--- src/hw/rtl/sfr_pkg.sv ---
// Shared types and constants for the stream find-and-replace block.
package sfr_pkg;

	// Fixed field and register widths
	localparam int BYTE_W = 8;
	localparam int LEN_W  = 4;
	localparam int CFG_W  = 64;
	localparam int ADDR_W = 5;

	// Configuration register map, one 64-bit register every 8 bytes
	typedef enum logic [1:0] {
		REG_PATTERN_BYTES     = 2'd0,
		REG_PATTERN_LENGTH    = 2'd1,
		REG_SUBSTITUTE_BYTES  = 2'd2,
		REG_SUBSTITUTE_LENGTH = 2'd3
	} reg_idx_t;

	// What one accepted input beat asks the emitter to send, in this order:
	// substitute, single byte, substitute again, then the flushed window
	typedef struct packed {
		logic sub_a;
		logic byte_v;
		logic sub_b;
		logic fin;
	} plan_flags_t;

endpackage

--- src/hw/rtl/sfr_ifs.sv ---
// Valid/ready stream interfaces for source text and rewritten text.
interface sfr_in_if;
	logic       valid;
	logic       ready;
	logic [7:0] in_byte;
	logic       final_byte;

	modport source(output valid, in_byte, final_byte, input ready);
	modport sink(input valid, in_byte, final_byte, output ready);
endinterface

interface sfr_out_if;
	logic       valid;
	logic       ready;
	logic [7:0] out_byte;
	logic       run_end;
	logic       string_end;

	modport source(output valid, out_byte, run_end, string_end, input ready);
	modport sink(input valid, out_byte, run_end, string_end, output ready);
endinterface

--- src/hw/rtl/sfr_cell.sv ---
// One window cell: holds a pending byte, compares it to its pattern byte.
module sfr_cell (
	input  logic       clk,
	input  logic       step,
	input  logic       ins,
	input  logic       shift,
	input  logic [7:0] in_byte,
	input  logic [7:0] nbr,
	input  logic [7:0] pat,
	output logic [7:0] cur,
	output logic [7:0] nxt,
	output logic       eq
);
	import sfr_pkg::*;

	logic [BYTE_W-1:0] byte_q;

	// Window content after the new byte is appended
	assign cur = ins ? in_byte : byte_q;
	assign eq  = (cur == pat);
	// Content after a mismatch drops the oldest byte
	assign nxt = shift ? nbr : cur;

	always_ff @(posedge clk) begin
		if (step) begin
			byte_q <= nxt;
		end
	end

endmodule

--- src/hw/rtl/sfr_window.sv ---
// Pending-byte window: a row of cells plus the match and flush decision.
module sfr_window #(
	parameter int MAX_PATTERN = 8,
	parameter int PW          = $clog2(MAX_PATTERN + 1)
) (
	input  logic                             clk,
	input  logic                             arst_n,
	input  logic                             clear,
	input  logic                             step,
	input  logic [7:0]                       in_byte,
	input  logic                             final_byte,
	input  logic [sfr_pkg::CFG_W-1:0]        pattern_bytes,
	input  logic [PW-1:0]                    plen,
	output sfr_pkg::plan_flags_t             flags,
	output logic [7:0]                       byte_val,
	output logic [MAX_PATTERN-1:0][7:0]      flush,
	output logic [PW-1:0]                    fcnt
);
	import sfr_pkg::*;

	logic [PW-1:0]                   count_q;
	logic [PW-1:0]                   cnt1;
	logic [PW-1:0]                   cnt2;
	logic [MAX_PATTERN-1:0][7:0]     cur;
	logic [MAX_PATTERN-1:0][7:0]     nxt;
	logic [MAX_PATTERN-1:0]          eq;
	logic                            pmode;
	logic                            full;
	logic                            match;
	logic                            shift;
	logic                            eq_all;

	assign pmode = (plen != '0);
	assign cnt1  = count_q + PW'(1);
	assign full  = (cnt1 == plen);

	// Row of cells, each takes its right neighbor's byte on a shift
	for (genvar i = 0; i < MAX_PATTERN; i++) begin : g_cell
		logic [7:0] nbr;
		if (i < MAX_PATTERN - 1) begin : g_mid
			assign nbr = cur[i+1];
		end else begin : g_end
			assign nbr = '0;
		end
		sfr_cell u_cell (
			.clk     (clk),
			.step    (step && pmode),
			.ins     (count_q == PW'(i)),
			.shift   (shift),
			.in_byte (in_byte),
			.nbr     (nbr),
			.pat     (pattern_bytes[8*i +: 8]),
			.cur     (cur[i]),
			.nxt     (nxt[i]),
			.eq      (eq[i])
		);
	end

	// Only the first plen cells take part in the compare
	always_comb begin
		eq_all = 1'b1;
		for (int i = 0; i < MAX_PATTERN; i++) begin
			if (PW'(i) < plen && !eq[i]) begin
				eq_all = 1'b0;
			end
		end
	end

	assign match = full && eq_all;
	assign shift = full && !eq_all;
	assign cnt2  = match ? '0 : (shift ? count_q : cnt1);

	// Output plan for this beat
	always_comb begin
		flags.fin = final_byte;
		flush     = nxt;
		if (pmode) begin
			flags.sub_a  = match;
			flags.byte_v = shift;
			flags.sub_b  = 1'b0;
			byte_val     = cur[0];
			fcnt         = final_byte ? cnt2 : '0;
		end else begin
			flags.sub_a  = 1'b1;
			flags.byte_v = 1'b1;
			flags.sub_b  = final_byte;
			byte_val     = in_byte;
			fcnt         = '0;
		end
	end

	// Fill level; a pattern rewrite or the last byte empties the window
	always_ff @(posedge clk or negedge arst_n) begin
		if (!arst_n) begin
			count_q <= '0;
		end else if (clear) begin
			count_q <= '0;
		end else if (step) begin
			count_q <= (pmode && !final_byte) ? cnt2 : '0;
		end
	end

	// Window never holds a whole pattern between beats
	a_count_below_max: assert property (@(posedge clk) disable iff (!arst_n)
		count_q < PW'(MAX_PATTERN))
		else $error("window fill reached pattern capacity");

	// Last byte of a string leaves the window empty
	a_fin_empties: assert property (@(posedge clk) disable iff (!arst_n)
		step && final_byte |=> count_q == '0)
		else $error("window not empty after final byte");

	// Insert mode keeps nothing pending
	a_insert_mode_empty: assert property (@(posedge clk) disable iff (!arst_n)
		step && !pmode |=> count_q == '0)
		else $error("window filled in insert mode");

endmodule

--- src/hw/rtl/sfr_emit.sv ---
// Result emitter: walks one beat's plan and drives the output register.
module sfr_emit #(
	parameter int MAX_PATTERN    = 8,
	parameter int MAX_SUBSTITUTE = 8,
	parameter int PW             = $clog2(MAX_PATTERN + 1),
	parameter int SW             = $clog2(MAX_SUBSTITUTE + 1)
) (
	input  logic                             clk,
	input  logic                             arst_n,
	input  logic                             load,
	input  sfr_pkg::plan_flags_t             flags,
	input  logic [7:0]                       byte_val,
	input  logic [MAX_PATTERN-1:0][7:0]      flush,
	input  logic [PW-1:0]                    fcnt,
	input  logic [sfr_pkg::CFG_W-1:0]        subst_bytes,
	input  logic [SW-1:0]                    slen,
	output logic                             can_load,
	sfr_out_if.source                        res
);
	import sfr_pkg::*;

	localparam int SIW = (MAX_SUBSTITUTE > 1) ? $clog2(MAX_SUBSTITUTE) : 1;

	// Job state
	logic                            job_v_q;
	logic                            sub_a_q;
	logic                            byte_v_q;
	logic                            sub_b_q;
	logic                            fin_q;
	logic [7:0]                      byte_q;
	logic [SIW-1:0]                  sidx_q;
	logic [MAX_PATTERN-1:0][7:0]     fl_q;
	logic [PW-1:0]                   fcnt_q;
	// Output register
	logic                            out_v_q;
	logic [7:0]                      out_byte_q;
	logic                            run_end_q;
	logic                            string_end_q;

	logic                            out_free;
	logic                            emit;
	logic                            sub_last;
	logic [7:0]                      sub_byte;
	logic [7:0]                      e_byte;
	logic                            sub_a_n;
	logic                            byte_v_n;
	logic                            sub_b_n;
	logic [SIW-1:0]                  sidx_n;
	logic [MAX_PATTERN-1:0][7:0]     fl_n;
	logic [PW-1:0]                   fcnt_n;
	logic                            last;
	logic                            l_sub_a;
	logic                            l_sub_b;
	logic                            has_work;

	assign out_free = !out_v_q || res.ready;
	assign emit     = job_v_q && out_free;
	assign sub_last = ((SW'(sidx_q) + SW'(1)) == slen);
	assign sub_byte = subst_bytes[{sidx_q, 3'b000} +: 8];

	// Pick the next result beat of the job
	always_comb begin
		e_byte   = fl_q[0];
		sub_a_n  = sub_a_q;
		byte_v_n = byte_v_q;
		sub_b_n  = sub_b_q;
		sidx_n   = sidx_q;
		fl_n     = fl_q;
		fcnt_n   = fcnt_q;
		if (sub_a_q) begin
			e_byte  = sub_byte;
			sub_a_n = !sub_last;
			sidx_n  = sub_last ? '0 : sidx_q + SIW'(1);
		end else if (byte_v_q) begin
			e_byte   = byte_q;
			byte_v_n = 1'b0;
		end else if (sub_b_q) begin
			e_byte  = sub_byte;
			sub_b_n = !sub_last;
			sidx_n  = sub_last ? '0 : sidx_q + SIW'(1);
		end else begin
			for (int i = 0; i < MAX_PATTERN - 1; i++) begin
				fl_n[i] = fl_q[i+1];
			end
			fl_n[MAX_PATTERN-1] = '0;
			fcnt_n = fcnt_q - PW'(1);
		end
	end

	assign last     = !(sub_a_n || byte_v_n || sub_b_n || (fcnt_n != '0));
	assign can_load = !job_v_q || (emit && last);

	// An empty substitute contributes no beats
	assign l_sub_a  = flags.sub_a && (slen != '0);
	assign l_sub_b  = flags.sub_b && (slen != '0);
	assign has_work = l_sub_a || flags.byte_v || l_sub_b || (fcnt != '0);

	// Job and output control
	always_ff @(posedge clk or negedge arst_n) begin
		if (!arst_n) begin
			job_v_q  <= 1'b0;
			sub_a_q  <= 1'b0;
			byte_v_q <= 1'b0;
			sub_b_q  <= 1'b0;
			sidx_q   <= '0;
			fcnt_q   <= '0;
			out_v_q  <= 1'b0;
		end else begin
			if (load) begin
				job_v_q  <= has_work;
				sub_a_q  <= l_sub_a;
				byte_v_q <= flags.byte_v;
				sub_b_q  <= l_sub_b;
				sidx_q   <= '0;
				fcnt_q   <= fcnt;
			end else if (emit) begin
				job_v_q  <= !last;
				sub_a_q  <= sub_a_n;
				byte_v_q <= byte_v_n;
				sub_b_q  <= sub_b_n;
				sidx_q   <= sidx_n;
				fcnt_q   <= fcnt_n;
			end
			if (emit) begin
				out_v_q <= 1'b1;
			end else if (res.ready) begin
				out_v_q <= 1'b0;
			end
		end
	end

	// Job and output payload
	always_ff @(posedge clk) begin
		if (load) begin
			byte_q <= byte_val;
			fl_q   <= flush;
			fin_q  <= flags.fin;
		end else if (emit) begin
			fl_q <= fl_n;
		end
		if (emit) begin
			out_byte_q   <= e_byte;
			run_end_q    <= last;
			string_end_q <= last && fin_q;
		end
	end

	assign res.valid      = out_v_q;
	assign res.out_byte   = out_byte_q;
	assign res.run_end    = run_end_q;
	assign res.string_end = string_end_q;

	// Substitute index rests at zero between substitute runs
	a_sidx_idle: assert property (@(posedge clk) disable iff (!arst_n)
		!sub_a_q && !sub_b_q |-> sidx_q == '0)
		else $error("substitute index left mid-run");

	// An emitted beat always lands in the output register
	a_emit_fills: assert property (@(posedge clk) disable iff (!arst_n)
		emit |=> out_v_q)
		else $error("emitted beat lost");

	// string_end only ever closes a run
	a_end_on_run: assert property (@(posedge clk) disable iff (!arst_n)
		out_v_q && string_end_q |-> run_end_q)
		else $error("string end without run end");

endmodule

--- src/hw/rtl/stream_find_replace.sv ---
// Stream find-and-replace top level: APB registers, window and emitter.
// The first result beat of an input passes through the job state, then the output register.
// Throughput: one input beat per cycle while each beat yields at most one result and the
// output is ready; a beat with several results holds the input until its last is emitted.
// The output register lets the next input be taken while a result waits.
// Reset (arst_n low, asynchronous): window empty, no job, registers all zero.
module stream_find_replace #(
	parameter int MAX_PATTERN    = 8,
	parameter int MAX_SUBSTITUTE = 8
) (
	input  logic                          clk,
	input  logic                          arst_n,
	input  logic                          psel,
	input  logic                          penable,
	input  logic                          pwrite,
	input  logic [sfr_pkg::ADDR_W-1:0]    paddr,
	input  logic [sfr_pkg::CFG_W-1:0]     pwdata,
	output logic [sfr_pkg::CFG_W-1:0]     prdata,
	output logic                          pready,
	sfr_in_if.sink                        text,
	sfr_out_if.source                     rewritten
);
	import sfr_pkg::*;

	localparam int PW = $clog2(MAX_PATTERN + 1);
	localparam int SW = $clog2(MAX_SUBSTITUTE + 1);

	logic [CFG_W-1:0]            pat_q;
	logic [LEN_W-1:0]            plen_q;
	logic [CFG_W-1:0]            sub_q;
	logic [LEN_W-1:0]            slen_q;
	reg_idx_t                    idx;
	logic                        wr;
	logic                        clear;
	logic [PW-1:0]               plen_eff;
	logic [SW-1:0]               slen_eff;
	logic                        accept;
	logic                        can_load;
	plan_flags_t                 flags;
	logic [7:0]                  byte_val;
	logic [MAX_PATTERN-1:0][7:0] flush;
	logic [PW-1:0]               fcnt;

	// Register port
	assign pready = 1'b1;
	assign idx    = reg_idx_t'(paddr[4:3]);
	assign wr     = psel && penable && pwrite;
	assign clear  = wr && (idx == REG_PATTERN_BYTES || idx == REG_PATTERN_LENGTH);

	always_ff @(posedge clk or negedge arst_n) begin
		if (!arst_n) begin
			pat_q  <= '0;
			plen_q <= '0;
			sub_q  <= '0;
			slen_q <= '0;
		end else if (wr) begin
			unique case (idx)
				REG_PATTERN_BYTES:     pat_q  <= pwdata;
				REG_PATTERN_LENGTH:    plen_q <= pwdata[LEN_W-1:0];
				REG_SUBSTITUTE_BYTES:  sub_q  <= pwdata;
				REG_SUBSTITUTE_LENGTH: slen_q <= pwdata[LEN_W-1:0];
				default: ;
			endcase
		end
	end

	// Read-back
	always_comb begin
		unique case (idx)
			REG_PATTERN_BYTES:     prdata = pat_q;
			REG_PATTERN_LENGTH:    prdata = CFG_W'(plen_q);
			REG_SUBSTITUTE_BYTES:  prdata = sub_q;
			REG_SUBSTITUTE_LENGTH: prdata = CFG_W'(slen_q);
			default:               prdata = '0;
		endcase
	end

	// Oversized lengths saturate
	assign plen_eff = (plen_q > LEN_W'(MAX_PATTERN)) ? PW'(MAX_PATTERN) : PW'(plen_q);
	assign slen_eff = (slen_q > LEN_W'(MAX_SUBSTITUTE)) ? SW'(MAX_SUBSTITUTE) : SW'(slen_q);

	// Input handshake
	assign text.ready = can_load;
	assign accept     = text.valid && can_load;

	sfr_window #(
		.MAX_PATTERN (MAX_PATTERN)
	) u_window (
		.clk           (clk),
		.arst_n        (arst_n),
		.clear         (clear),
		.step          (accept),
		.in_byte       (text.in_byte),
		.final_byte    (text.final_byte),
		.pattern_bytes (pat_q),
		.plen          (plen_eff),
		.flags         (flags),
		.byte_val      (byte_val),
		.flush         (flush),
		.fcnt          (fcnt)
	);

	sfr_emit #(
		.MAX_PATTERN    (MAX_PATTERN),
		.MAX_SUBSTITUTE (MAX_SUBSTITUTE)
	) u_emit (
		.clk         (clk),
		.arst_n      (arst_n),
		.load        (accept),
		.flags       (flags),
		.byte_val    (byte_val),
		.flush       (flush),
		.fcnt        (fcnt),
		.subst_bytes (sub_q),
		.slen        (slen_eff),
		.can_load    (can_load),
		.res         (rewritten)
	);

endmodule

--- src/flat_wrapper.sv ---
// flat-port wrapper written by rule: the top's interface ports become plain ports
module stream_find_replace_flat import sfr_pkg::*;
#(
	parameter int MAX_PATTERN    = 8,
	parameter int MAX_SUBSTITUTE = 8
)
  (clk, arst_n, psel, penable, pwrite, paddr, pwdata, prdata, pready, text_valid, text_in_byte, text_final_byte, text_ready, rewritten_valid, rewritten_out_byte, rewritten_run_end, rewritten_string_end, rewritten_ready);
  sfr_in_if text_i ();
  sfr_out_if rewritten_i ();
  input  logic clk;
  input  logic arst_n;
  input  logic psel;
  input  logic penable;
  input  logic pwrite;
  input  logic [sfr_pkg::ADDR_W-1:0] paddr;
  input  logic [sfr_pkg::CFG_W-1:0] pwdata;
  output logic [sfr_pkg::CFG_W-1:0] prdata;
  output logic pready;
  input wire logic [$bits(text_i.valid)-1:0] text_valid;
  input wire logic [$bits(text_i.in_byte)-1:0] text_in_byte;
  input wire logic [$bits(text_i.final_byte)-1:0] text_final_byte;
  output wire logic [$bits(text_i.ready)-1:0] text_ready;
  output wire logic [$bits(rewritten_i.valid)-1:0] rewritten_valid;
  output wire logic [$bits(rewritten_i.out_byte)-1:0] rewritten_out_byte;
  output wire logic [$bits(rewritten_i.run_end)-1:0] rewritten_run_end;
  output wire logic [$bits(rewritten_i.string_end)-1:0] rewritten_string_end;
  input wire logic [$bits(rewritten_i.ready)-1:0] rewritten_ready;
  assign text_i.valid = text_valid;
  assign text_i.in_byte = text_in_byte;
  assign text_i.final_byte = text_final_byte;
  assign text_ready = text_i.ready;
  assign rewritten_valid = rewritten_i.valid;
  assign rewritten_out_byte = rewritten_i.out_byte;
  assign rewritten_run_end = rewritten_i.run_end;
  assign rewritten_string_end = rewritten_i.string_end;
  assign rewritten_i.ready = rewritten_ready;
  stream_find_replace #(.MAX_PATTERN(MAX_PATTERN), .MAX_SUBSTITUTE(MAX_SUBSTITUTE)) u_core (.clk(clk), .arst_n(arst_n), .psel(psel), .penable(penable), .pwrite(pwrite), .paddr(paddr), .pwdata(pwdata), .prdata(prdata), .pready(pready), .text(text_i), .rewritten(rewritten_i));
endmodule
--- config.mk ---
export PLATFORM = sky130hd
export DESIGN_NAME = stream_find_replace_flat
export DESIGN_NICKNAME = d
export VERILOG_FILES = /design/src/hw/rtl/sfr_pkg.sv /design/src/hw/rtl/sfr_ifs.sv /design/src/hw/rtl/sfr_cell.sv /design/src/hw/rtl/sfr_window.sv /design/src/hw/rtl/sfr_emit.sv /design/src/hw/rtl/stream_find_replace.sv /design/src/flat_wrapper.sv
export SDC_FILE = /design/constraint.sdc
export NUM_CORES = 1
export LEC_CHECK = 0
export BUFFER_PORTS_ARGS = -buffer_cell sky130_fd_sc_hd__buf_2
export CORE_AREA = 2 2 146 291
export CTS_BUF_LIST = sky130_fd_sc_hd__clkbuf_16
export DETAILED_ROUTE_END_ITERATION = 12
export DIE_AREA = 0 0 148 293
export PLACE_DENSITY_LB_ADDON = 0.1
export SLEW_MARGIN = 20
export SYNTH_ARGS = -nofsm -noshare
export SYNTH_HDL_FRONTEND = slang
export SYNTH_SLANG_ARGS = --single-unit
--- constraint.sdc ---
create_clock -name clk -period 7.71 [get_ports clk]
set_input_delay 0 -clock clk [delete_from_list [all_inputs] [get_ports clk]]
set_output_delay 0 -clock clk [all_outputs]
set_load 0.01 [all_outputs]
==> results.md, run 1 <==
- Peak VDD IR: 0.0002074 V
- Max-slew violation count: 0
- Measured slew at the worst slew-check pin: 1.047 ns
- Min-delay worst type: input pin to flop
- Clock tree from TritonCTS: yes
- Setup_tns: 0 ns
- First-pass GRT wire length: 83040 um
- # setup viols final: 0
- Die area: 43360 um2
- Vias in the first global route: 12770
- Antenna violations before repair: 0
- Vias: 12220
- Grt ovf: 0
- Fin crit share: 68.38%
- Post-synth net total: 1469
- CP required: 8.03 ns
- Register bit total from synthesis: 299
- Share of layout cells above drive strength 1: 28.45%
- Critical Path Source Type: flop
- Clock Skews: 0.01655 ns
- R2r endpoint: u_core.u_emit.fl_q[32]$_DFFE_PP_
- Layout Area Growth over Synthesis: 17.40%
- Power Density: 334.0 nW/um2
- Total Nets Final: 1652
- RSZ-0062 raised after global routing: false
- Die height: 293 um
- FILL cells: 3856
- Critical Path Fanout Max: 36
- Starting density of the core: 39.76%
- Max frequency: 189.7 MHz
- Critical path capture point: u_core.u_emit.fl_q[32]$_DFFE_PP_
- Post-synth ARST share: 50.84%
- Drt pass-1 iters: 5
- Latest clock arrival within the worst-skew pair: 0.58 ns
- First DRT Iteration DRCs: 799
- Max-Cap Viols: 0
- CTS Root Cell: clkbuf_16
- Drc violations: 0
- Setup crit start: u_core.u_window.count_q[0]$_DFFE_PN0P_
- Final hold violation count: 0
- Primary FF master, synth: dfrtp_1
- Syn avg cell area: 11.83 um2
- Diode count: 0
- Total routed wirelength: 56860 um
- Wirelength per Cell: 26.86 um
- Synthesized area: 16300 um2
- CTS Buf Count: 29
- Number of distinct library cells after synthesis: 77
- Syn. warnings: 0
- Critical path arrival: 5.60 ns
- # rows: 105
- Pleak: 7.906 nW
- Hold_sp: penable
- Die X: 148 um
- I/O Buffers: 157
- Routability cong.: 0.8981
- Post-synth EDFFs: 147
- Status: finished, final reports clean
- FF-to-FF setup slack: 2.44 ns
- Top Ports: 162
- Total Routing Usage GR: 26.05%
- Depth of the CTS H-tree: 1
- Util after Layout: 46.69%
- Worst reg2reg path depth: 12
- Post-Syn Instances: 1378
- Clock tree buffer depth: 3
- Largest net degree at the start of global routing: 96
- Core box area: 40990 um2
- R2r startpoint: u_core.u_window.count_q[0]$_DFFE_PN0P_
- Clock-pin slew on the worst setup and hold paths: 0.07 ns
- Detail Placement HPWL: 41700 um
- DR vias/cell: 5.772
- DRT antenna net count: 0
- Final Critical Period: 5.272 ns
- Critical path class: flop to flop
- Seq/Total Area, Yosys: 50.42%
- Rel. slew slack: 30.18%
- Crit. End Element: flop
- # clock sinks: 299
- Number of gates resized after CTS: 0
[state kept, by name, indices dropped and copies added (netlist names), 8 cells and up]
name and cells:
u_core.u_emit.byte_q 8, u_core.u_window.g_cell.u_cell.byte_q 64, u_core.sub_q 64, u_core.u_emit.res.out_byte 8, u_core.u_emit.fl_q 64, u_core.pat_q 64
[report_power, final]
part / internal, mW / leakage [nW] / switching, mW
clock network: 0.779 / 0.465 / 0.636
logic: 0.971 / 4.19 / 1.23
registers: 2.33 / 3.25 / 0.449
[cell families after synthesis]
kind of cell / Yosys count / synth area share [%]
xor+xnor: 65 / 3.493
simple gates: 351 / 10.36
buf+inv: 147 / 3.585
compound gates: 215 / 10.59
mux: 294 / 21.07
other cells: 1 / 0.02301
fa+ha+maj: 6 / 0.4606
flops: 299 / 50.42
[layout by cell type (no fill, tap or decap), types with 7 or more instances in the layout]
| master | n |
|---|---|
| buf_4 | 19 |
| dfrtp_1 | 152 |
| buf_2 | 155 |
| edfxtp_1 | 147 |
| a21oi_1 | 23 |
| mux2i_1 | 87 |
| nand4_1 | 11 |
| clkbuf_16 | 29 |
| o31ai_1 | 8 |
| nand2b_1 | 9 |
| nand3_1 | 11 |
| o22ai_1 | 9 |
| a221oi_1 | 7 |
| nand2_1 | 67 |
| xnor2_1 | 33 |
| inv_1 | 60 |
| o21ai_0 | 37 |
| a22oi_1 | 20 |
| mux4_2 | 20 |
| a222oi_1 | 11 |
| mux2_2 | 184 |
| nor4_1 | 9 |
| clkinv_1 | 8 |
| xor2_1 | 32 |
| dlygate4sd3_1 | 69 |
| a221o_1 | 29 |
| nor2b_1 | 29 |
| nor2_1 | 141 |
| and3_1 | 13 |
| nor3_1 | 20 |
[layout make-up]
cell class	instances	area [um2]	share of cell area, %
sequential	299	8218	42.94
multi-input combinational	932	7517	39.28
timing repair buffer	244	1620	8.467
clock buffer	29	725.7	3.792
tap	535	669.4	3.498
inverter	55	206.4	1.079
clock inverter	23	178.9	0.9350
[per-layer routing]
metal	track usage [%]	vias up	wire length, um
met5	0	-	0
met4	14.38	0	3446
met3	2.360	111	1929
met2	50.63	380	31860
met1	26.80	6232	19620
li1	-	5497	-
[synth_stat cells (21+ instances only)]
library cell	n	area share (%)
a21oi_1	23	0.71
a221o_1	29	1.8
clkbuf_1	69	1.6
dfrtp_1	152	23
edfxtp_1	147	27
inv_1	55	1.3
mux2_2	184	13
mux2i_1	87	5.3
nand2_1	68	1.6
nor2_1	142	3.3
nor2b_1	29	1.1
nor3_1	21	0.64
o21ai_0	37	1.1
xnor2_1	33	1.8
xor2_1	32	1.7
[worst min path at each step]
stage                                         to  slack [ns]  depth (start not counted)
finish              u_core.slen_q[1]$_DFFE_PN0P_        0.07                          4
global route        u_core.slen_q[1]$_DFFE_PN0P_        0.07                          4
CTS                 u_core.slen_q[1]$_DFFE_PN0P_        0.05                          4
detailed placement  u_core.sub_q[57]$_DFFE_PN0P_        0.17                          1
global placement    u_core.pat_q[57]$_DFFE_PN0P_        0.15                          1
floorplan            u_core.pat_q[0]$_DFFE_PN0P_       -0.30                          0
[per-stage QoR]
step	area, um2	hold slack, ns	setup WS, ns	power [mW]	std cells
finish	19140	0.06584	2.438	6.392	2117
global route	19140	0.07181	2.044	6.715	2117
CTS	19140	0.05252	2.412	6.425	2117
detailed placement	17540	0.1681	2.444	4.977	1996
global placement	17540	0.1497	2.483	4.929	1996
floorplan	16300	-0.2956	2.233	4.133	1378
[critical path, cell delays in order, from the launching register on]
cell and delay (ns):
dfrtp_1 0.58, ha_1 0.37, nand3b_1 0.63, mux2i_1 0.72, xnor2_1 0.18, nor4_1 0.08
a21oi_1 0.29, a31oi_1 0.14, a31oi_4 0.39, buf_4 0.48, mux2i_2 0.54, a221oi_1 0.25
mux2_2 0.32
[what timing repair did]
item / in CTS / in global routing
endpoints found under the hold margin: 242 / 0
setup buffers: 0 / 0
hold buffers: 69 / 0
No activity file was read; power rests on OpenSTA's default activity.
==> inputs of run 2 (changes only) <==
--- a/config.mk
+++ b/config.mk
@@ -5,6 +5,7 @@
 export SDC_FILE = /design/constraint.sdc
 export NUM_CORES = 1
 export LEC_CHECK = 0
+export ABC_AREA = 1
 export BUFFER_PORTS_ARGS = -buffer_cell sky130_fd_sc_hd__buf_2
 export CORE_AREA = 2 2 146 291
 export CTS_BUF_LIST = sky130_fd_sc_hd__clkbuf_16
==> constraint.sdc (replaced) <==
create_clock -name clk -period 4.65 [get_ports clk]
set_input_delay 0 -clock clk [delete_from_list [all_inputs] [get_ports clk]]
set_output_delay 0 -clock clk [all_outputs]
set_load 0.01 [all_outputs]
==> run 2 against run 1 <==
Net effect: via count rose by 27%; setup slack lost 1.8 ns; register-to-register slack worse by 1.8 ns; sequential share of layout area down 0.92 points; cell area grew 2.2%; clock skew grew 0.0057 ns; critical path type unchanged; highest routed layer unchanged.
==> results.md, run 2 <==
- Register bit total from synthesis: 299 (unchanged)
- Most frequent cells in the layout: nand2_1 (775), inv_1 (244), o21ai_0 (227)
- FILL cells: 4233 (+9.8%)
- Wirelength per Cell: 24.30 um (-9.5%)
- Max-Cap Viols: 0 (unchanged)
- Latest clock arrival within the worst-skew pair: 0.59 ns (about the same)
- Post-synth net total: 2219 (+51%)
- Syn avg cell area: 7.668 um2 (-35%)
- Total routed wirelength: 70310 um (+24%)
- Commonest cells post-synth: nand2_1 (777), inv_1 (245), o21ai_0 (228)
- First DRT Iteration DRCs: 1189 (+49%)
- Top Ports: 162 (unchanged)
- Reg power frac: 38.2% (-5.2 points)
- Crit. End Element: flop
- Number of distinct library cells after synthesis: 48 (-38%)
- Post-Syn Instances: 2128 (+54%)
- Syn. warnings: 0 (unchanged)
- Placed inst area: 17690 um2 (+0.83%)
- Largest net degree at the start of global routing: 77 (-20%)
- Power Density: 630.2 nW/um2 (+89%)
- Synth top area cells: edfxtp_1 (27%), dfrtp_1 (23%), nand2_1 (18%)
- Peak VDD IR: 0.0003589 V (+73%)
- Antenna violations before repair: 0 (unchanged)
- Clock tree buffer depth: 3 (unchanged)
- # setup viols final: 0 (unchanged)
- Total Routing Usage GR: 32.08% (+6.0 points)
- Psw: 5.286 mW (+130%)
- Dominant cell type by area after synthesis: edfxtp_1
- Fin Hold WS: 0.03398 ns (-0.03186 ns)
- Drt pass-1 iters: 5 (unchanged)
- CTS Root Cell: clkbuf_16
- Post-synth top area share: 27.05% (-0.029 points)
- Combinational share of power: 40.6% (+6.2 points)
- P_int: 7.038 mW (+73%)
- Status: finished, final reports clean
- Setup slack after layout: 0.6522 ns (-1.786 ns)
- Max-slew violation count: 0 (unchanged)
- Starting density of the core: 39.81% (+0.043 points)
- Min-delay worst type: input pin to async pin
- Critical Path Source Type: flop
- Measured slew at the worst slew-check pin: 1.034 ns (-0.01300 ns)
- DR vias/cell: 5.366 (-7.0%)
- Depth of the CTS H-tree: 1 (unchanged)
- Clock tree from TritonCTS: yes
- I/O Buffers: 157 (unchanged)
- Critical path arrival: 4.45 ns (-1.15 ns)
- Die X: 148 um (unchanged)
- Primary FF master, synth: dfrtp_1
- Layout Area Growth over Synthesis: 19.85%
- Clock-pin slew on the worst setup and hold paths: 0.07 ns (about the same)
- Grt ovf: 0 (unchanged)
- Share of layout cells above drive strength 1: 12.42% (-16 points)
- Most common cell after layout, fill and taps aside: nand2_1
- Routability cong.: 0.9991 (+11%)
- Critical path class: flop to flop
- Clock Skews: 0.02222 ns (+0.005667 ns)
- Count leader, synth: nand2_1
- Final Critical Period: 3.998 ns (-1.274 ns)
- Die area: 43360 um2 (unchanged)
- Post-CTS setup buffers: 0 (unchanged)
- Rel. slew slack: 30.45% (+0.28 points)
- Synthesized area: 16320 um2 (+0.11%)
- Max frequency: 250.1 MHz (+32%)
- Number of gates resized after CTS: 0 (unchanged)
- Detail Placement HPWL: 54300 um (+30%)
- # clock sinks: 299 (unchanged)
- Pleak: 9.487 nW (+20%)
- Drc violations: 0 (unchanged)
- Total Nets Final: 2426 (+47%)
- Sw frac: 42.89% (+6.7 points)
- Setup_tns: 0 ns (unchanged)
- Clock group share of total power: 21.2% (-0.9 points)
- RSZ-0062 raised after global routing: false
- Vias in the first global route: 15470 (+21%)
- # rows: 105 (unchanged)
- Core box area: 40990 um2 (unchanged)
- Post-synth ARST share: 50.84% (unchanged)
- Diode count: 0 (unchanged)
- CP required: 5.10 ns (-2.93 ns)
- Critical Path Fanout Max: 42 (+17%)
- DP Worst Slack: 0.7137 ns (-1.730 ns)
- DRT antenna net count: 0 (unchanged)
- First-pass GRT wire length: 99870 um (+20%)
- Final Instance Area: 19560 um2 (+2.2%)
- Die height: 293 um (unchanged)
- Seq/Total Area, Yosys: 50.36% (-0.054 points)
- Post-synth EDFFs: 147 (unchanged)
- CTS Buf Count: 31 (+6.9%)
- Final hold violation count: 0 (unchanged)
- Fin crit share: 85.97% (+18 points)
- Vias: 15530 (+27%)
-- run 2: cell types whose count changed after synthesis, sizes merged, moves of 35 or more --
| cell | before | now |
|---|---|---|
| nand2 | 68 | 782 |
| o21ai | 37 | 295 |
| inv | 55 | 249 |
| mux2 | 184 | 0 |
| nand3 | 11 | 143 |
| mux2i | 90 | 0 |
| nor2 | 142 | 85 |
| a21oi | 23 | 58 |
-- run 2: final cells by class --
type                    count  area, um2  share of cell area (%)
clock inverters            24      214.0                   1.094
repair buffers            281       1956                   10.00
multi-input cells        1470       6728                   34.40
inverters                 252      945.9                   4.837
clock buffers              33      825.8                   4.223
well taps                 535      669.4                   3.423
flip-flops and latches    299       8218                   42.02
-- run 2: logic make-up (layout without fill, tap and decap cells) --
logic type / count (synthesis) / in the layout / synth area share, %
AND/OR/NAND/NOR: 1039 / 1039 / 25.59
AO/OA/AOI/OAI: 406 / 406 / 13.82
buffers and inverters: 359 / 590 / 8.780
flip-flops: 299 / 299 / 50.36
XOR/XNOR: 18 / 18 / 0.9662
adder cells (fa/ha/maj): 6 / 6 / 0.4601
other: 1 / 1 / 0.02298
-- run 2: metal layers --
metal,GRT usage (%),routed length [um]
met1,31.52,22880
met2,58.21,36230
met3,2.702,3096
met4,29.94,8104
met5,0,0
-- run 2: critical path, cell delays in order (launching register included) --
cell and delay [ns]:
dfrtp_1 0.47, inv_1 0.16, ha_1 0.45, nand3_4 0.27, nand2_1 0.15, nand2_1 0.15, nand2_1 0.10, nand2_1 0.07
nor2_1 0.11, nand2_1 0.05, nor2_1 0.20, nand2_1 0.17, nand2_1 0.10, nand3_1 0.08, nand2_1 0.14, nand2_2 0.13
nand2_4 0.19, inv_2 0.08, buf_12 0.18, o21ai_1 0.39, nand2_1 0.11, nand2_1 0.08
-- run 2: power groups by stage --
stage / combinational (mW) / clock (mW) / sequential (mW)
floorplan: 3.06 / 0 / 4.49
global placement: 4.87 / 0 / 4.72
detailed placement: 4.93 / 0 / 4.74
CTS: 5.01 / 2.65 / 4.69
global route: 5.51 / 2.73 / 4.76
finish: 5.01 / 2.61 / 4.71
-- run 2: through the flow --
| step | utilization (%) | std cells | power [mW] |
|---|---|---|---|
| after floorplan | - | 2128 | 7.542 |
| after global placement | 43.15 | 2754 | 9.588 |
| after detailed placement | 43.15 | 2754 | 9.669 |
| after CTS | 47.71 | 2894 | 12.35 |
| after global routing | 47.71 | 2894 | 13.00 |
| final | 47.71 | 2894 | 12.32 |
-- run 2: final timing paths --
path,startpoint,endpoint,slack (ns),depth (start not counted)
setup / recovery,u_core.u_window.count_q[0]$_DFFE_PN0P_,u_core.u_emit.fl_q[47]$_DFFE_PP_,0.65,21
hold / removal,arst_n,u_core.pat_q[1]$_DFFE_PN0P_,0.03,2
setup reg to reg,u_core.u_window.count_q[0]$_DFFE_PN0P_,u_core.u_emit.fl_q[47]$_DFFE_PP_,0.65,21
hold reg to reg,u_core.sub_q[38]$_DFFE_PN0P_,u_core.sub_q[38]$_DFFE_PN0P_,0.49,2
max in group asynchronous,arst_n,u_core.pat_q[26]$_DFFE_PN0P_,3.54,3
min in group clk,text_in_byte[1],u_core.u_emit.byte_q[1]$_DFFE_PP_,0.04,3
-- run 2: timing repair --
action,4_1_cts,5_1_grt
endpoints found under the setup margin,0,0
hold buffers,83,0
endpoints found under the hold margin,230,0
==> inputs of run 3 (changes only) <==
--- a/config.mk
+++ b/config.mk
@@ -12,6 +12,7 @@
 export DETAILED_ROUTE_END_ITERATION = 12
 export DIE_AREA = 0 0 148 293
 export PLACE_DENSITY_LB_ADDON = 0.1
+export RECOVER_POWER = 50
 export SLEW_MARGIN = 20
 export SYNTH_ARGS = -nofsm -noshare
 export SYNTH_HDL_FRONTEND = slang
==> run 3 against run 2 <==
Net effect: non-clock buffer count unchanged; sequential share of layout area increased by 0.16 points; via count is essentially flat; cell count stayed put; sequential cell count stayed put; the run now ends with max-capacitance violations, max-slew violations left; routed wire length hardly changed; fmax fell by 1.4%; core utilization is 0.18 points lower.
==> results.md, run 3 (synthesized netlist as in run 2, its figures left out) <==
- Status: finished with violations
- Failing checks: max-capacitance violations, max-slew violations
- Top Ports: 162 (unchanged)
- Final hold violation count: 0 (unchanged)
- CP max-delay cell: dfrtp_1
- CP required: 5.11 ns (about the same)
- # clock sinks: 299 (unchanged)
- Setup crit start: u_core.u_window.count_q[0]$_DFFE_PN0P_
- Depth of the CTS H-tree: 1 (unchanged)
- First DRT Iteration DRCs: 1125 (-5.4%)
- First-pass GRT wire length: 99870 um (unchanged)
- Starting density of the core: 39.81% (unchanged)
- Die area: 43360 um2 (unchanged)
- Antenna violations before repair: 0 (unchanged)
- Placed insts: 2754 (unchanged)
- Measured slew at the worst slew-check pin: 3.613 ns (+2.579 ns)
- FF-to-FF setup slack: 0.59 ns (-0.06 ns)
- Final Critical Period: 4.056 ns (+0.05811 ns)
- Critical path capture point: u_core.u_emit.fl_q[7]$_DFFE_PP_
- Cell repeated most along the worst path: nand2_1
- Critical Path Fanout Max: 42 (unchanged)
- Largest net degree at the start of global routing: 77 (unchanged)
- R2r startpoint: u_core.u_window.count_q[0]$_DFFE_PN0P_
- Power Density: 630.9 nW/um2 (+0.11%)
- Diode count: 0 (unchanged)
- Crit. End Element: flop
- Fin Hold WS: 0.04276 ns (+0.008774 ns)
- Routability cong.: 0.9991 (unchanged)
- Rel. slew slack: -140.9% (-170 points)
- Clock tree from TritonCTS: yes
- Critical Path Source Type: flop
- Vias: 15540 (+0.045%)
- Total Routing Usage GR: 32.08% (unchanged)
- Latest clock arrival within the worst-skew pair: 0.59 ns (about the same)
- CTS Buf Count: 31 (unchanged)
- Wirelength per Cell: 24.32 um (about the same)
- Clock tree buffer depth: 3 (unchanged)
- Worst reg2reg path depth: 21 (unchanged)
- Max-Cap Viols: 3 (+3)
- Die X: 148 um (unchanged)
- I/O Buffers: 157 (unchanged)
- # setup viols final: 0 (unchanged)
- CTS Root Cell: clkbuf_16
- Detail Placement HPWL: 54300 um (unchanged)
- Clock Skews: 0.02370 ns (+0.001477 ns)
- Critical path class: flop to flop
- Setup_tns: 0 ns (unchanged)
- Die height: 293 um (unchanged)
- Most frequent cells in the layout: nand2_1 (778), inv_1 (244), o21ai_0 (227)
- Peak VDD IR: 0.0003628 V (+1.1%)
- Max-slew violation count: 203 (+203)
- RSZ-0062 raised after global routing: false
- Share of layout cells above drive strength 1: 10.77% (-1.7 points)
- R2r endpoint: u_core.u_emit.fl_q[7]$_DFFE_PP_
- Drt pass-1 iters: 8 (+3)
- Fin crit share: 87.22% (+1.2 points)
- Core box area: 40990 um2 (unchanged)
- Vias in the first global route: 15470 (unchanged)
- Grt ovf: 0 (unchanged)
- Critical path cell sequence: inv_1 > ha_1 > nand2_1 > nand2_1 > nand2_1 > nand2_1 > nand2_1 > nor2_1 > nand2_1 > nor2_1 > nand2_1 > nand2_1 > nand2_1 > nor2_1 > nand2_2 > nand2_4 > inv_2 > buf_12 > o21ai_1 > nand2_1 > nand2_1
- Most common cell after layout, fill and taps aside: nand2_1
- Total Nets Final: 2426 (unchanged)
- Layout Area Growth over Synthesis: 19.40%
- Critical path arrival: 4.51 ns (+0.06 ns)
- Pleak: 9.340 nW (-1.5%)
- Drc violations: 0 (unchanged)
- DRT antenna net count: 0 (unchanged)
- Max frequency: 246.6 MHz (-1.4%)
- Min-delay worst type: input pin to flop
- Total routed wirelength: 70380 um (about the same)
- Clock-pin slew on the worst setup and hold paths: 0.07 ns (about the same)
- Worst path max stage delay: 0.47 ns (about the same)
- # rows: 105 (unchanged)
- Final std cells w/o fill: 2894 (unchanged)
- Util after Layout: 47.53% (-0.18 points)
- DR vias/cell: 5.368 (about the same)
[run 3: changes by cell type in the layout (fill, tap and decap cells not counted), sizes merged]
cell | previous run | this run
buf | 198 | 160
clkbuf | 33 | 70
dlygate4sd2 | 0 | 1
[run 3: final cells by class]
type,instances,area [um2]
multi-input combinational,1470,6710
clock buffer,33,825.8
tap,535,669.4
timing repair buffer,281,1899
fill,4252,21510
clock inverter,24,214.0
sequential,299,8218
inverter,252,945.9
[run 3: worst max-delay path, delay by kind of cell, from the launching register on]
family / cells / cell delay (ns)
simple gates: 16 / 2.15
buf+inv: 3 / 0.41
flops: 1 / 0.47
compound gates: 1 / 0.41
fa+ha+maj: 1 / 0.44
[run 3: worst min path at each step]
stage | end | startpoint | cells after the start
global placement | u_core.sub_q[1]$_DFFE_PN0P_ | arst_n | 1
CTS | u_core.u_emit.byte_q[1]$_DFFE_PP_ | text_in_byte[1] | 3
floorplan | u_core.pat_q[0]$_DFFE_PN0P_ | arst_n | 0
detailed placement | u_core.pat_q[1]$_DFFE_PN0P_ | arst_n | 1
global route | u_core.u_emit.byte_q[1]$_DFFE_PP_ | text_in_byte[1] | 3
finish | u_core.u_emit.byte_q[1]$_DFFE_PP_ | text_in_byte[1] | 3
[run 3: where the power goes]
group	switching (mW)	leakage, nW	internal, mW	total, mW
combinational	3.55	5.49	1.43	4.97
sequential	0.623	3.33	4.09	4.71
clock	1.11	0.517	1.50	2.60
total	5.28	9.34	7.01	12.3
[run 3: metal layers]
layer | wire [um] | global-route usage, % | up-vias
met5 | 0 | 0 | -
met4 | 8129 | 29.94 | 0
met3 | 3220 | 2.702 | 222
met2 | 36240 | 58.21 | 646
met1 | 22790 | 31.52 | 7352
li1 | - | - | 7315
[run 3: what timing repair did]
item	CTS	global route
hold endpoints to repair	230	0
endpoints found under the setup margin	0	0
resized for setup	0	0
setup buffers	0	0
hold buffers	83	0
[run 3: through the flow]
stage | total power [mW] | setup slack, ns | area (um2)
CTS | 12.35 | 0.6774 | 19560
detailed placement | 9.669 | 0.7137 | 17690
floorplan | 7.542 | 0.5976 | 16320
global placement | 9.588 | 0.7607 | 17690
finish | 12.29 | 0.5941 | 19480
global route | 12.98 | 0.3643 | 19480
